$ cat src/rtl/ksae_pkg.sv
`default_nettype none

package ksae_pkg;

   // Default key word width and direction bit positions
   localparam int KEY_BITS_DEF  = 24;
   localparam int BIT_UP_DEF    = 4;
   localparam int BIT_RIGHT_DEF = 5;
   localparam int BIT_DOWN_DEF  = 6;
   localparam int BIT_LEFT_DEF  = 7;

   // Fixed field widths
   localparam int SENS_W      = 8;
   localparam int REPEAT_W    = 16;
   localparam int HOLD_W      = 32;
   localparam int STICK_W     = 8;
   localparam int CODE_W      = 32;
   localparam int CODE_BYTE_W = 8;
   localparam int CODE_SLOTS  = CODE_W / CODE_BYTE_W;
   localparam int CSR_INDEX_W = 2;

   localparam logic [STICK_W-1:0] STICK_CENTRE = 8'd128;

   // Register indexes
   typedef enum logic [CSR_INDEX_W-1:0] {
      CSR_SENSITIVITY = 2'd0,
      CSR_DELAY       = 2'd1,
      CSR_INTERVAL    = 2'd2,
      CSR_MASK        = 2'd3
   } csr_index_type;

   // Repeat phase written back by the modulo unit
   typedef struct packed {
      logic                valid;
      logic [REPEAT_W-1:0] value;
   } phase_load_type;

endpackage

`default_nettype wire

$ cat src/rtl/ksae_ifs.sv
`default_nettype none

// Sample channel
interface ksae_req_if #(
   parameter int KEY_BITS = ksae_pkg::KEY_BITS_DEF
) ();
   logic                         valid;
   logic                         ready;
   logic [KEY_BITS-1:0]          button_bits;
   logic [ksae_pkg::STICK_W-1:0] stick_x;
   logic [ksae_pkg::STICK_W-1:0] stick_y;

   modport source (output valid, output button_bits, output stick_x, output stick_y,
                   input ready);
   modport sink   (input valid, input button_bits, input stick_x, input stick_y,
                   output ready);
endinterface

// Result channel
interface ksae_rsp_if #(
   parameter int KEY_BITS = ksae_pkg::KEY_BITS_DEF
) ();
   logic                                valid;
   logic                                ready;
   logic [KEY_BITS-1:0]                 held_bits;
   logic [KEY_BITS-1:0]                 pressed_bits;
   logic [KEY_BITS-1:0]                 released_bits;
   logic signed [ksae_pkg::STICK_W-1:0] centred_x;
   logic signed [ksae_pkg::STICK_W-1:0] centred_y;
   logic [ksae_pkg::CODE_W-1:0]         key_codes;

   modport source (output valid, output held_bits, output pressed_bits,
                   output released_bits, output centred_x, output centred_y,
                   output key_codes, input ready);
   modport sink   (input valid, input held_bits, input pressed_bits,
                   input released_bits, input centred_x, input centred_y,
                   input key_codes, output ready);
endinterface

`default_nettype wire

$ cat src/rtl/ksae_phase_div.sv
`default_nettype none

// Recomputes the repeat phase, (hold - delay) mod interval, one quotient
// bit per cycle after a write to the delay or interval register.
module ksae_phase_div (
   input  wire logic                              clock,
   input  wire logic                              reset,
   input  wire logic                              start,
   input  wire logic [ksae_pkg::HOLD_W-1:0]       hold_count,
   input  wire logic [ksae_pkg::REPEAT_W-1:0]     repeat_delay,
   input  wire logic [ksae_pkg::REPEAT_W-1:0]     repeat_interval,
   output logic                                   busy,
   output ksae_pkg::phase_load_type               phase_load
);

   localparam int CNT_W = $clog2(ksae_pkg::HOLD_W);

   typedef enum logic [1:0] {
      DIV_IDLE,
      DIV_LOAD,
      DIV_RUN
   } div_state_type;

   div_state_type                   state_ff, state_in;
   logic [ksae_pkg::HOLD_W-1:0]     dividend_ff, dividend_in;
   logic [ksae_pkg::REPEAT_W-1:0]   rem_ff, rem_in;
   logic [CNT_W-1:0]                count_ff, count_in;
   ksae_pkg::phase_load_type        load_ff, load_in;
   logic [ksae_pkg::REPEAT_W:0]     trial;

   // Next state and one restoring step
   always_comb begin
      state_in    = state_ff;
      dividend_in = dividend_ff;
      rem_in      = rem_ff;
      count_in    = count_ff;
      load_in     = '0;
      load_in.value = rem_ff;
      trial       = {rem_ff, dividend_ff[ksae_pkg::HOLD_W-1]};
      if (trial >= {1'b0, repeat_interval}) begin
         trial = trial - {1'b0, repeat_interval};
      end
      case (state_ff)
         DIV_IDLE: begin
         end
         DIV_LOAD: begin
            dividend_in = hold_count - {{(ksae_pkg::HOLD_W-ksae_pkg::REPEAT_W){1'b0}},
                                        repeat_delay};
            rem_in      = '0;
            count_in    = '0;
            state_in    = DIV_RUN;
         end
         DIV_RUN: begin
            rem_in      = trial[ksae_pkg::REPEAT_W-1:0];
            dividend_in = {dividend_ff[ksae_pkg::HOLD_W-2:0], 1'b0};
            count_in    = count_ff + 1'b1;
            if (count_ff == CNT_W'(ksae_pkg::HOLD_W - 1)) begin
               state_in      = DIV_IDLE;
               load_in.valid = 1'b1;
               load_in.value = trial[ksae_pkg::REPEAT_W-1:0];
            end
         end
         default: begin
            state_in = DIV_IDLE;
         end
      endcase
      // a new write restarts the computation
      if (start) begin
         state_in      = DIV_LOAD;
         load_in.valid = 1'b0;
      end
   end

   always_ff @(posedge clock) begin
      if (reset) begin
         state_ff <= DIV_IDLE;
         load_ff  <= '0;
      end else begin
         state_ff <= state_in;
         load_ff  <= load_in;
      end
      dividend_ff <= dividend_in;
      rem_ff      <= rem_in;
      count_ff    <= count_in;
   end

   assign busy       = (state_ff != DIV_IDLE);
   assign phase_load = load_ff;

endmodule

`default_nettype wire

$ cat src/rtl/ksae_sample_core.sv
`default_nettype none

// Stick emulation, auto-repeat, edge detection and key code packing for the
// sample held in the input register. State advances when the item moves on.
module ksae_sample_core #(
   parameter int KEY_BITS  = ksae_pkg::KEY_BITS_DEF,
   parameter int BIT_UP    = ksae_pkg::BIT_UP_DEF,
   parameter int BIT_RIGHT = ksae_pkg::BIT_RIGHT_DEF,
   parameter int BIT_DOWN  = ksae_pkg::BIT_DOWN_DEF,
   parameter int BIT_LEFT  = ksae_pkg::BIT_LEFT_DEF
) (
   input  wire logic                                 clock,
   input  wire logic                                 reset,
   input  wire logic                                 advance,
   input  wire logic [KEY_BITS-1:0]                  button_bits,
   input  wire logic [ksae_pkg::STICK_W-1:0]         stick_x,
   input  wire logic [ksae_pkg::STICK_W-1:0]         stick_y,
   input  wire logic [ksae_pkg::SENS_W-1:0]          dpad_sensitivity,
   input  wire logic [ksae_pkg::REPEAT_W-1:0]        repeat_delay,
   input  wire logic [ksae_pkg::REPEAT_W-1:0]        repeat_interval,
   input  wire logic [KEY_BITS-1:0]                  repeat_mask,
   input  wire ksae_pkg::phase_load_type             phase_load,
   output logic [KEY_BITS-1:0]                       held_bits,
   output logic [KEY_BITS-1:0]                       pressed_bits,
   output logic [KEY_BITS-1:0]                       released_bits,
   output logic signed [ksae_pkg::STICK_W-1:0]       centred_x,
   output logic signed [ksae_pkg::STICK_W-1:0]       centred_y,
   output logic [ksae_pkg::CODE_W-1:0]               key_codes,
   output logic [ksae_pkg::HOLD_W-1:0]               hold_count
);

   localparam int CMP_W  = ksae_pkg::SENS_W + 2;
   localparam int RANK_W = $clog2(KEY_BITS + 1);

   logic [KEY_BITS-1:0]             prev_ff, prev_in;
   logic [ksae_pkg::HOLD_W-1:0]     hold_ff, hold_in;
   logic [ksae_pkg::REPEAT_W-1:0]   phase_ff, phase_in;

   logic signed [CMP_W-1:0]         cx_w, cy_w, sens_w;
   logic                            go_up, go_down, go_right, go_left;
   logic [ksae_pkg::HOLD_W-1:0]     hold_next;
   logic [ksae_pkg::HOLD_W-1:0]     delay_w;
   logic [ksae_pkg::REPEAT_W:0]     phase_inc;
   logic                            at_delay, past_delay, phase_wrap, fire;
   logic [KEY_BITS-1:0]             last;
   logic [RANK_W-1:0]               rank;

   // Centre the sticks
   assign centred_x = ksae_pkg::STICK_W'(stick_x - ksae_pkg::STICK_CENTRE);
   assign centred_y = ksae_pkg::STICK_W'(stick_y - ksae_pkg::STICK_CENTRE);
   assign cx_w      = CMP_W'(centred_x);
   assign cy_w      = CMP_W'(centred_y);
   assign sens_w    = signed'({2'b00, dpad_sensitivity});

   // Stick deflection to direction bits
   always_comb begin
      go_down  = (dpad_sensitivity != '0) && (cy_w >= sens_w);
      go_up    = (dpad_sensitivity != '0) && (cy_w <= -sens_w);
      go_right = (dpad_sensitivity != '0) && (cx_w >= sens_w);
      go_left  = (dpad_sensitivity != '0) && (cx_w <= -sens_w);
      for (int i = 0; i < KEY_BITS; i++) begin
         held_bits[i] = button_bits[i] | ((i == BIT_UP) && go_up) |
                        ((i == BIT_DOWN) && go_down) | ((i == BIT_RIGHT) && go_right) |
                        ((i == BIT_LEFT) && go_left);
      end
   end

   // Auto-repeat: phase tracks (hold - delay) mod interval once past the delay
   assign hold_next  = hold_ff + 1'b1;
   assign delay_w    = {{(ksae_pkg::HOLD_W-ksae_pkg::REPEAT_W){1'b0}}, repeat_delay};
   assign at_delay   = (hold_next == delay_w);
   assign past_delay = (hold_next > delay_w);
   assign phase_inc  = {1'b0, phase_ff} + 1'b1;
   assign phase_wrap = (phase_inc == {1'b0, repeat_interval});

   always_comb begin
      prev_in  = prev_ff;
      hold_in  = hold_ff;
      phase_in = phase_ff;
      fire     = 1'b0;
      if (repeat_interval != '0) begin
         if (prev_ff != held_bits) begin
            hold_in  = '0;
            phase_in = '0;
         end else begin
            hold_in = hold_next;
            fire    = at_delay || (past_delay && phase_wrap);
            if (at_delay || (past_delay && phase_wrap)) begin
               phase_in = '0;
            end else if (past_delay) begin
               phase_in = phase_inc[ksae_pkg::REPEAT_W-1:0];
            end
         end
      end
      if (advance) begin
         prev_in = held_bits;
      end else begin
         hold_in  = hold_ff;
         phase_in = phase_ff;
      end
      if (phase_load.valid) begin
         phase_in = phase_load.value;
      end
   end

   // Edges
   assign last          = fire ? (prev_ff & ~repeat_mask) : prev_ff;
   assign pressed_bits  = ~last & held_bits;
   assign released_bits = last & ~held_bits;

   // Key codes: each pressed key goes to the slot given by its rank
   always_comb begin
      key_codes = '0;
      rank      = '0;
      for (int i = 0; i < KEY_BITS; i++) begin
         rank = RANK_W'($countones(pressed_bits & KEY_BITS'((64'd1 << i) - 64'd1)));
         if (pressed_bits[i] && (rank < RANK_W'(ksae_pkg::CODE_SLOTS))) begin
            key_codes = key_codes |
                        (ksae_pkg::CODE_W'(i + 1) << (rank * ksae_pkg::CODE_BYTE_W));
         end
      end
   end

   always_ff @(posedge clock) begin
      if (reset) begin
         prev_ff  <= '0;
         hold_ff  <= '0;
         phase_ff <= '0;
      end else begin
         prev_ff  <= prev_in;
         hold_ff  <= hold_in;
         phase_ff <= phase_in;
      end
   end

   assign hold_count = hold_ff;

endmodule

`default_nettype wire

$ cat src/rtl/key_scan_autorepeat_edges.sv
`default_nettype none

// Channel    Dir  Handshake       Payload
// req_chan   in   valid / ready   button_bits, stick_x, stick_y
// rsp_chan   out  valid / ready   held/pressed/released bits, centred_x/y, key_codes
// csr        in   csr_we          csr_index, csr_wdata
//
// One sample per cycle while results are taken and no phase rebuild runs;
// an accepted sample passes the input register, then the result register.
// A delay or interval write starts a modulo pass (a load step, then one
// quotient bit per cycle) that rebuilds the repeat phase; no sample is taken
// until it ends. Reset is synchronous and spares only the data registers.
// A stalled result holds its register; the input register takes one more item.
module key_scan_autorepeat_edges #(
   parameter int KEY_BITS  = ksae_pkg::KEY_BITS_DEF,
   parameter int BIT_UP    = ksae_pkg::BIT_UP_DEF,
   parameter int BIT_RIGHT = ksae_pkg::BIT_RIGHT_DEF,
   parameter int BIT_DOWN  = ksae_pkg::BIT_DOWN_DEF,
   parameter int BIT_LEFT  = ksae_pkg::BIT_LEFT_DEF,
   parameter int CSR_W     = (KEY_BITS > ksae_pkg::REPEAT_W) ? KEY_BITS : ksae_pkg::REPEAT_W
) (
   input  wire logic                              clock,
   input  wire logic                              reset,
   ksae_req_if.sink                               req_chan,
   ksae_rsp_if.source                             rsp_chan,
   input  wire logic                              csr_we,
   input  wire logic [ksae_pkg::CSR_INDEX_W-1:0]  csr_index,
   input  wire logic [CSR_W-1:0]                  csr_wdata
);

   // Configuration registers
   logic [ksae_pkg::SENS_W-1:0]   sens_ff;
   logic [ksae_pkg::REPEAT_W-1:0] delay_ff;
   logic [ksae_pkg::REPEAT_W-1:0] interval_ff;
   logic [KEY_BITS-1:0]           mask_ff;
   logic                          div_start;

   always_ff @(posedge clock) begin
      if (reset) begin
         sens_ff     <= '0;
         delay_ff    <= '0;
         interval_ff <= '0;
         mask_ff     <= '0;
      end else if (csr_we) begin
         case (ksae_pkg::csr_index_type'(csr_index))
            ksae_pkg::CSR_SENSITIVITY: sens_ff     <= csr_wdata[ksae_pkg::SENS_W-1:0];
            ksae_pkg::CSR_DELAY:       delay_ff    <= csr_wdata[ksae_pkg::REPEAT_W-1:0];
            ksae_pkg::CSR_INTERVAL:    interval_ff <= csr_wdata[ksae_pkg::REPEAT_W-1:0];
            ksae_pkg::CSR_MASK:        mask_ff     <= csr_wdata[KEY_BITS-1:0];
            default: begin
            end
         endcase
      end
   end

   assign div_start = csr_we &&
                      ((csr_index == ksae_pkg::CSR_DELAY) ||
                       (csr_index == ksae_pkg::CSR_INTERVAL));

   // Handshake and stage valids
   logic s1_valid_ff, s1_valid_in;
   logic rsp_valid_ff, rsp_valid_in;
   logic out_free, advance, accept, busy;

   assign out_free       = !rsp_valid_ff || rsp_chan.ready;
   assign advance        = s1_valid_ff && out_free;
   assign req_chan.ready = !busy && (!s1_valid_ff || out_free);
   assign accept         = req_chan.valid && req_chan.ready;

   always_comb begin
      s1_valid_in  = accept ? 1'b1 : (advance ? 1'b0 : s1_valid_ff);
      rsp_valid_in = advance ? 1'b1 : (rsp_chan.ready ? 1'b0 : rsp_valid_ff);
   end

   always_ff @(posedge clock) begin
      if (reset) begin
         s1_valid_ff  <= 1'b0;
         rsp_valid_ff <= 1'b0;
      end else begin
         s1_valid_ff  <= s1_valid_in;
         rsp_valid_ff <= rsp_valid_in;
      end
   end

   // Input register
   logic [KEY_BITS-1:0]          s1_buttons_ff;
   logic [ksae_pkg::STICK_W-1:0] s1_x_ff, s1_y_ff;

   always_ff @(posedge clock) begin
      if (accept) begin
         s1_buttons_ff <= req_chan.button_bits;
         s1_x_ff       <= req_chan.stick_x;
         s1_y_ff       <= req_chan.stick_y;
      end
   end

   // Sample logic and phase rebuild
   logic [KEY_BITS-1:0]                 held_w, pressed_w, released_w;
   logic signed [ksae_pkg::STICK_W-1:0] cx_w, cy_w;
   logic [ksae_pkg::CODE_W-1:0]         codes_w;
   logic [ksae_pkg::HOLD_W-1:0]         hold_w;
   ksae_pkg::phase_load_type            phase_load;

   ksae_sample_core #(
      .KEY_BITS  (KEY_BITS),
      .BIT_UP    (BIT_UP),
      .BIT_RIGHT (BIT_RIGHT),
      .BIT_DOWN  (BIT_DOWN),
      .BIT_LEFT  (BIT_LEFT)
   ) u_core (
      .clock            (clock),
      .reset            (reset),
      .advance          (advance),
      .button_bits      (s1_buttons_ff),
      .stick_x          (s1_x_ff),
      .stick_y          (s1_y_ff),
      .dpad_sensitivity (sens_ff),
      .repeat_delay     (delay_ff),
      .repeat_interval  (interval_ff),
      .repeat_mask      (mask_ff),
      .phase_load       (phase_load),
      .held_bits        (held_w),
      .pressed_bits     (pressed_w),
      .released_bits    (released_w),
      .centred_x        (cx_w),
      .centred_y        (cy_w),
      .key_codes        (codes_w),
      .hold_count       (hold_w)
   );

   ksae_phase_div u_div (
      .clock           (clock),
      .reset           (reset),
      .start           (div_start),
      .hold_count      (hold_w),
      .repeat_delay    (delay_ff),
      .repeat_interval (interval_ff),
      .busy            (busy),
      .phase_load      (phase_load)
   );

   // Result register
   logic [KEY_BITS-1:0]                 held_ff, pressed_ff, released_ff;
   logic signed [ksae_pkg::STICK_W-1:0] cx_ff, cy_ff;
   logic [ksae_pkg::CODE_W-1:0]         codes_ff;

   always_ff @(posedge clock) begin
      if (advance) begin
         held_ff     <= held_w;
         pressed_ff  <= pressed_w;
         released_ff <= released_w;
         cx_ff       <= cx_w;
         cy_ff       <= cy_w;
         codes_ff    <= codes_w;
      end
   end

   assign rsp_chan.valid         = rsp_valid_ff;
   assign rsp_chan.held_bits     = held_ff;
   assign rsp_chan.pressed_bits  = pressed_ff;
   assign rsp_chan.released_bits = released_ff;
   assign rsp_chan.centred_x     = cx_ff;
   assign rsp_chan.centred_y     = cy_ff;
   assign rsp_chan.key_codes     = codes_ff;

`ifndef SYNTH
   // pressed keys are held, released keys are not
   a_edges_vs_held: assert property (@(posedge clock) disable iff (reset)
      rsp_valid_ff |-> (((pressed_ff & ~held_ff) == '0) && ((released_ff & held_ff) == '0)))
      else $error("edge bits disagree with held word");

   // first code slot filled exactly when something was pressed
   a_codes_first: assert property (@(posedge clock) disable iff (reset)
      rsp_valid_ff |-> ((codes_ff[ksae_pkg::CODE_BYTE_W-1:0] != '0) == (pressed_ff != '0)))
      else $error("key code slot zero inconsistent with pressed bits");

   // no sample accepted while the phase is rebuilt
   a_busy_empty: assert property (@(posedge clock) disable iff (reset)
      busy |-> !accept)
      else $error("sample accepted during phase rebuild");

   // delay or interval write starts the rebuild
   a_write_starts: assert property (@(posedge clock) disable iff (reset)
      div_start |=> busy)
      else $error("phase rebuild did not start");
`endif

endmodule

`default_nettype wire

$ cat src/flat_wrapper.sv
// flat-port wrapper written by rule: the top's interface ports become plain ports
module key_scan_autorepeat_edges_flat 
#(
   parameter int KEY_BITS  = ksae_pkg::KEY_BITS_DEF,
   parameter int BIT_UP    = ksae_pkg::BIT_UP_DEF,
   parameter int BIT_RIGHT = ksae_pkg::BIT_RIGHT_DEF,
   parameter int BIT_DOWN  = ksae_pkg::BIT_DOWN_DEF,
   parameter int BIT_LEFT  = ksae_pkg::BIT_LEFT_DEF,
   parameter int CSR_W     = (KEY_BITS > ksae_pkg::REPEAT_W) ? KEY_BITS : ksae_pkg::REPEAT_W
)
  (clock, reset, csr_we, csr_index, csr_wdata, req_chan_valid, req_chan_button_bits, req_chan_stick_x, req_chan_stick_y, req_chan_ready, rsp_chan_valid, rsp_chan_held_bits, rsp_chan_pressed_bits, rsp_chan_released_bits, rsp_chan_centred_x, rsp_chan_centred_y, rsp_chan_key_codes, rsp_chan_ready);
  ksae_req_if #(.KEY_BITS(KEY_BITS)) req_chan_i ();
  ksae_rsp_if #(.KEY_BITS(KEY_BITS)) rsp_chan_i ();
  input  wire logic clock;
  input  wire logic reset;
  input  wire logic csr_we;
  input  wire logic [ksae_pkg::CSR_INDEX_W-1:0] csr_index;
  input  wire logic [CSR_W-1:0] csr_wdata;
  input wire logic [$bits(req_chan_i.valid)-1:0] req_chan_valid;
  input wire logic [$bits(req_chan_i.button_bits)-1:0] req_chan_button_bits;
  input wire logic [$bits(req_chan_i.stick_x)-1:0] req_chan_stick_x;
  input wire logic [$bits(req_chan_i.stick_y)-1:0] req_chan_stick_y;
  output wire logic [$bits(req_chan_i.ready)-1:0] req_chan_ready;
  output wire logic [$bits(rsp_chan_i.valid)-1:0] rsp_chan_valid;
  output wire logic [$bits(rsp_chan_i.held_bits)-1:0] rsp_chan_held_bits;
  output wire logic [$bits(rsp_chan_i.pressed_bits)-1:0] rsp_chan_pressed_bits;
  output wire logic [$bits(rsp_chan_i.released_bits)-1:0] rsp_chan_released_bits;
  output wire logic [$bits(rsp_chan_i.centred_x)-1:0] rsp_chan_centred_x;
  output wire logic [$bits(rsp_chan_i.centred_y)-1:0] rsp_chan_centred_y;
  output wire logic [$bits(rsp_chan_i.key_codes)-1:0] rsp_chan_key_codes;
  input wire logic [$bits(rsp_chan_i.ready)-1:0] rsp_chan_ready;
  assign req_chan_i.valid = req_chan_valid;
  assign req_chan_i.button_bits = req_chan_button_bits;
  assign req_chan_i.stick_x = req_chan_stick_x;
  assign req_chan_i.stick_y = req_chan_stick_y;
  assign req_chan_ready = req_chan_i.ready;
  assign rsp_chan_valid = rsp_chan_i.valid;
  assign rsp_chan_held_bits = rsp_chan_i.held_bits;
  assign rsp_chan_pressed_bits = rsp_chan_i.pressed_bits;
  assign rsp_chan_released_bits = rsp_chan_i.released_bits;
  assign rsp_chan_centred_x = rsp_chan_i.centred_x;
  assign rsp_chan_centred_y = rsp_chan_i.centred_y;
  assign rsp_chan_key_codes = rsp_chan_i.key_codes;
  assign rsp_chan_i.ready = rsp_chan_ready;
  key_scan_autorepeat_edges #(.KEY_BITS(KEY_BITS), .BIT_UP(BIT_UP), .BIT_RIGHT(BIT_RIGHT), .BIT_DOWN(BIT_DOWN), .BIT_LEFT(BIT_LEFT), .CSR_W(CSR_W)) u_core (.clock(clock), .reset(reset), .req_chan(req_chan_i), .rsp_chan(rsp_chan_i), .csr_we(csr_we), .csr_index(csr_index), .csr_wdata(csr_wdata));
endmodule
$ cat config.mk
export PLATFORM = sky130hd
export DESIGN_NAME = key_scan_autorepeat_edges_flat
export DESIGN_NICKNAME = d
export VERILOG_FILES = /design/src/rtl/ksae_pkg.sv /design/src/rtl/ksae_ifs.sv /design/src/rtl/ksae_phase_div.sv /design/src/rtl/ksae_sample_core.sv /design/src/rtl/key_scan_autorepeat_edges.sv /design/src/flat_wrapper.sv
export SDC_FILE = /design/constraint.sdc
export NUM_CORES = 1
export LEC_CHECK = 0
export ABC_AREA = 1
export BUFFER_PORTS_ARGS = -buffer_cell sky130_fd_sc_hd__buf_2
export CORE_ASPECT_RATIO = 0.7
export CORE_MARGIN = 2
export CORE_UTILIZATION = 55
export CTS_BUF_LIST = sky130_fd_sc_hd__clkbuf_4
export DETAILED_ROUTE_END_ITERATION = 10
export PLACE_DENSITY = 0.87
export REMOVE_ABC_BUFFERS = 1
export SKIP_CTS_REPAIR_TIMING = 1
export SLEW_MARGIN = 10
export SYNTH_ARGS = -nofsm -noshare
export SYNTH_HDL_FRONTEND = slang
export SYNTH_HIERARCHICAL = 1
export SYNTH_SLANG_ARGS = --single-unit
$ cat constraint.sdc
create_clock -name clock -period 9 [get_ports clock]
set_input_delay 0.45 -clock clock [delete_from_list [all_inputs] [get_ports clock]]
set_output_delay 0.45 -clock clock [all_outputs]
set_load 0.05 [all_outputs]
==> impl_summary.txt <==
----------------------------------------------------
[Yosys]
  Number of enable-type register cells in the synthesized netlist ... 213
  Combined area of all synthesized cells ... 24900 sq um
  Gate count after technology mapping ... 3312
  Number of synthesized register bits ... 370
  Yosys warning total ... 6
  Synthesized area per cell ... 7.52 sq um
  Share of synthesized area occupied by flip-flops and latches ... 0.383
  Leading register cell type out of synthesis ... edfxtp_1
  Number of distinct standard cells referenced by the synthesized netlist ... 54
  Fraction of registers with async set or reset after synthesis ... 0

[Clocking]
  H-tree lvl count ... 3
  Clk root buf ... clkbuf_4
  Sinks on the clock net ... 370
  Maximum root-to-sink buffer count ... 3
  Clock Latency Late Sink ... 870 ps
  Total clock buffers created by CTS ... 92
  CTS tree ... yes
  CTS clk-pin slew, worst paths ... 80 ps

[Placement]
  Number of placed instances with taps included ... 4036
  Instance area after placement ... 26300 sq um
  Final HPWL from detailed placement ... 58.8 mm
  Minimum setup slack after placement ... -18.3 ps
  Port bufs ... 192
  Routability congestion estimate from global placement ... 1.04

[Global routing]
  Remaining Overflow, GRT ... 0
  GR Util All Layers ... 0.321
  Initial antenna violation count ... 4
  Pin count of the biggest net entering global routing ... 151
  Wire length of the first global-routing pass ... 116 mm
  Number of global-route vias before repair ... 21100

[Drt]
  Remaining DRCs ... 0
  Number of DRC markers after the initial detailed-route iteration ... 3233
  Count of vias placed by the detailed router ... 24200
  Wire per inst ... 18.4 um
  Post-detailed-routing wire length ... 78.7 mm
  Number of routed nets with antenna violations ... 0
  Post-DR vias/cell ... 5.64
  Number of optimization iterations in the first detailed-route pass ... 7

[Run]
  Max-cap viol count ... 0

[STA]
  Max Clock Freq ... 117 MHz
  Slew of the pin with the lowest slew margin ... 1160 ps
  Final worst-path setup slack ... 458 ps
  Worst hold-check slack ... 35.9 ps
  Pins Over Slew Limit ... 0
  Number of endpoints with negative hold slack in the final report ... 0
  Ratio of final minimum period to clock period ... 0.949
  Final setup viols ... 0
  Slew headroom ... 0.223
  Time the final worst path needs with I/O delays and setup ... 8540 ps
  Worst clock skew ... 85.6 ps

[Cells and area]
  Post-layout nets ... 3874
  Layout cells sized above 1 ... 0.150
  Final cell count without fillers ... 4289
  Relative area change from synthesis to final layout ... 14.2%
  Finished layout cell area ... 28400 sq um
  Final core area utilization ... 0.633
  Count of filler cells inserted in the layout ... 3848

[Hold path]
  Type of the worst min-delay path ... input port to register

[Die]
  Overall die area ... 47000 sq um
  Die span in x ... 258 um
  Number of rows in the core area ... 65
  Area of the core region ... 44900 sq um
  Top Ports ... 193
  Initial Util ... 0.555
  Die Ht ... 182 um

[Worst setup path]
  Crit path max-delay cell type ... fa_2
  Startpoint type of the worst setup path ... register
  Delay contributed by the slowest stage of the critical path ... 610 ps
  Critical Path Sink Type ... register
  Worst Path Class, Setup ... register to register
  Critical Path AT ... 9290 ps
  Maximum fanout along the worst path ... 9
  Required time worst endpoint ... 9740 ps

[Power and ir drop]
  Leak Pwr ... 13.2 nW
  Peak ir drop on the vdd network ... 0.569 mV
  Power density over the cells ... 369 nW/um^2

[Outcome]
  Status ... complete, no violations

----------------------------------------------------
[sequential cells by signal, summed over array words and instances (netlist names), 2 cells and up]
| name | flops |
|---|---|
| u_core/sens_ff | 8 |
| u_core/u_div/count_ff | 5 |
| u_core/rsp_chan.released_bits | 24 |
| u_core/u_core/phase_ff | 16 |
| u_core/u_core/hold_count | 32 |
| u_core/rsp_chan.centred_y | 8 |
| u_core/rsp_chan.centred_x | 8 |
| u_core/u_div/state_ff | 2 |
| u_core/rsp_chan.held_bits | 24 |
| u_core/u_div/phase_load | 17 |
| u_core/u_div/rem_ff | 16 |
| u_core/u_core/prev_ff | 24 |
| u_core/mask_ff | 24 |
| u_core/s1_y_ff | 8 |
| u_core/delay_ff | 16 |
| u_core/interval_ff | 16 |
| u_core/rsp_chan.pressed_bits | 24 |
| u_core/rsp_chan.key_codes | 32 |
| u_core/u_div/dividend_ff | 32 |
| u_core/s1_x_ff | 8 |
| u_core/s1_buttons_ff | 24 |
[final cells by class]
class | instances | area [sq um] | share of cell area
sequential | 370 | 9550 | 0.336
multi-input combinational | 2349 | 13100 | 0.459
timing repair buffer | 310 | 2030 | 0.0714
clock buffer | 139 | 1040 | 0.0367
inverter | 485 | 1820 | 0.0642
tap | 603 | 754 | 0.0265
clock inverter | 30 | 155 | 0.00546
antenna | 3 | 7.51 | 0.000264
[cell usage after synthesis (2+ instances only)]
master      n  area (sq um)
a211oi_1   23           173
a21boi_0   11          82.6
a21o_1      6          45.0
a21oi_1   130           651
a21oi_2     3          26.3
a21oi_4     4          65.1
a31oi_1     9          56.3
and2_1      4          25.0
and3_1      2          12.5
buf_1       6          22.5
buf_2      10          50.1
buf_4      55           413
buf_6       3          33.8
clkbuf_1   44           165
dfxtp_1   157          3140
edfxtp_1  213          6400
fa_1       41           821
ha_1      154          1930
inv_1     477          1790
inv_2       7          26.3
nand2_1   724          2720
nand2_2    17           106
nand2_4     2          22.5
nand3_1   294          1470
nand3_2    13           130
nand3b_1    8          60.1
nand4_1    87           544
nand4_2     2          25.0
nor2_1    478          1790
nor2_2      9          56.3
nor2_4      3          33.8
nor3_1     58           290
nor3_2      2          20.0
nor3_4      2          32.5
nor4_1     10          62.6
o21ai_0   113           566
o21ai_1    11          55.1
o21ai_2     3          26.3
o21bai_1    2          15.0
or2_0       2          12.5
or2_2      34           213
xnor2_1    21           184
xor2_1     47           412
[critical path, delay by kind of cell, from the launching register on]
family,cells,cell delay [ps]
adders and majority gates,11,3970
buffers and inverters,8,760
AOI/OAI and AO/OA,4,780
and+or+nand+nor,16,2270
DFF,1,410
xor gates and xnor gates,2,270
[layout by cell type (no fill, tap or decap), drive strengths merged, types with 21 or more instances in the layout]
| cell | netlist | final |
|---|---|---|
| nand3 | 308 | 308 |
| a211oi | 23 | 23 |
| nand2 | 743 | 743 |
| xor2 | 47 | 47 |
| ha | 154 | 154 |
| nor3 | 62 | 62 |
| nand4 | 89 | 89 |
| edfxtp | 213 | 213 |
| inv | 484 | 485 |
| nor2 | 490 | 490 |
| buf | 75 | 245 |
| o21ai | 127 | 127 |
| xnor2 | 21 | 21 |
| or2 | 36 | 36 |
| clkinv | 1 | 26 |
| a21oi | 137 | 137 |
| fa | 41 | 41 |
| clkbuf | 44 | 139 |
| dfxtp | 157 | 157 |
| dlygate4sd3 | 0 | 65 |
[per-layer routing]
metal	vias up	wire length [um]	part of all wire	track usage
met3	159	11200	0.14	0.122
met4	0	2240	0.028	0.108
met2	1551	31600	0.40	0.434
li1	11400	-	-	-
met1	11100	33700	0.43	0.465
met5	-	0	0	0
[cells by family after synthesis]
family / share of synthesized area
XOR/XNOR: 0.0248
buffers and inverters: 0.101
AND/OR/NAND/NOR: 0.308
flip-flops: 0.383
AO/OA/AOI/OAI: 0.0718
adder cells (fa/ha/maj): 0.110
other: 0.000151
[final timing paths]
kind	from	to	slack, ps	cells after the start
setup / recovery	u_core/u_core/hold_count[0]$_SDFFE_PP0P_	u_core/rsp_chan.key_codes[11]$_DFFE_PP_	460	41
hold / removal	csr_wdata[0]	u_core/mask_ff[0]$_SDFFE_PP0P_	40	3
setup reg to reg	u_core/u_core/hold_count[0]$_SDFFE_PP0P_	u_core/rsp_chan.key_codes[11]$_DFFE_PP_	460	41
hold reg to reg	u_core/u_core/prev_ff[8]$_SDFFE_PP0P_	u_core/u_core/prev_ff[8]$_SDFFE_PP0P_	490	2
[power by group]
part / switching (W) / internal (W) / leakage (nW)
logic: 0.00445 / 0.00240 / 9.20
clock network: 0.000728 / 0.000737 / 0.715
registers: 0.000105 / 0.00207 / 3.29
total: 0.00529 / 0.00521 / 13.2
[per-stage QoR]
stage               power [W]  TNS, ps
floorplan             0.00711  -155130
global placement      0.00849        0
detailed placement    0.00862    -22.8
CTS                    0.0101   -0.155
global route           0.0113    -56.1
finish                 0.0105        0
Note: power is estimated with default switching activity, not from simulation.
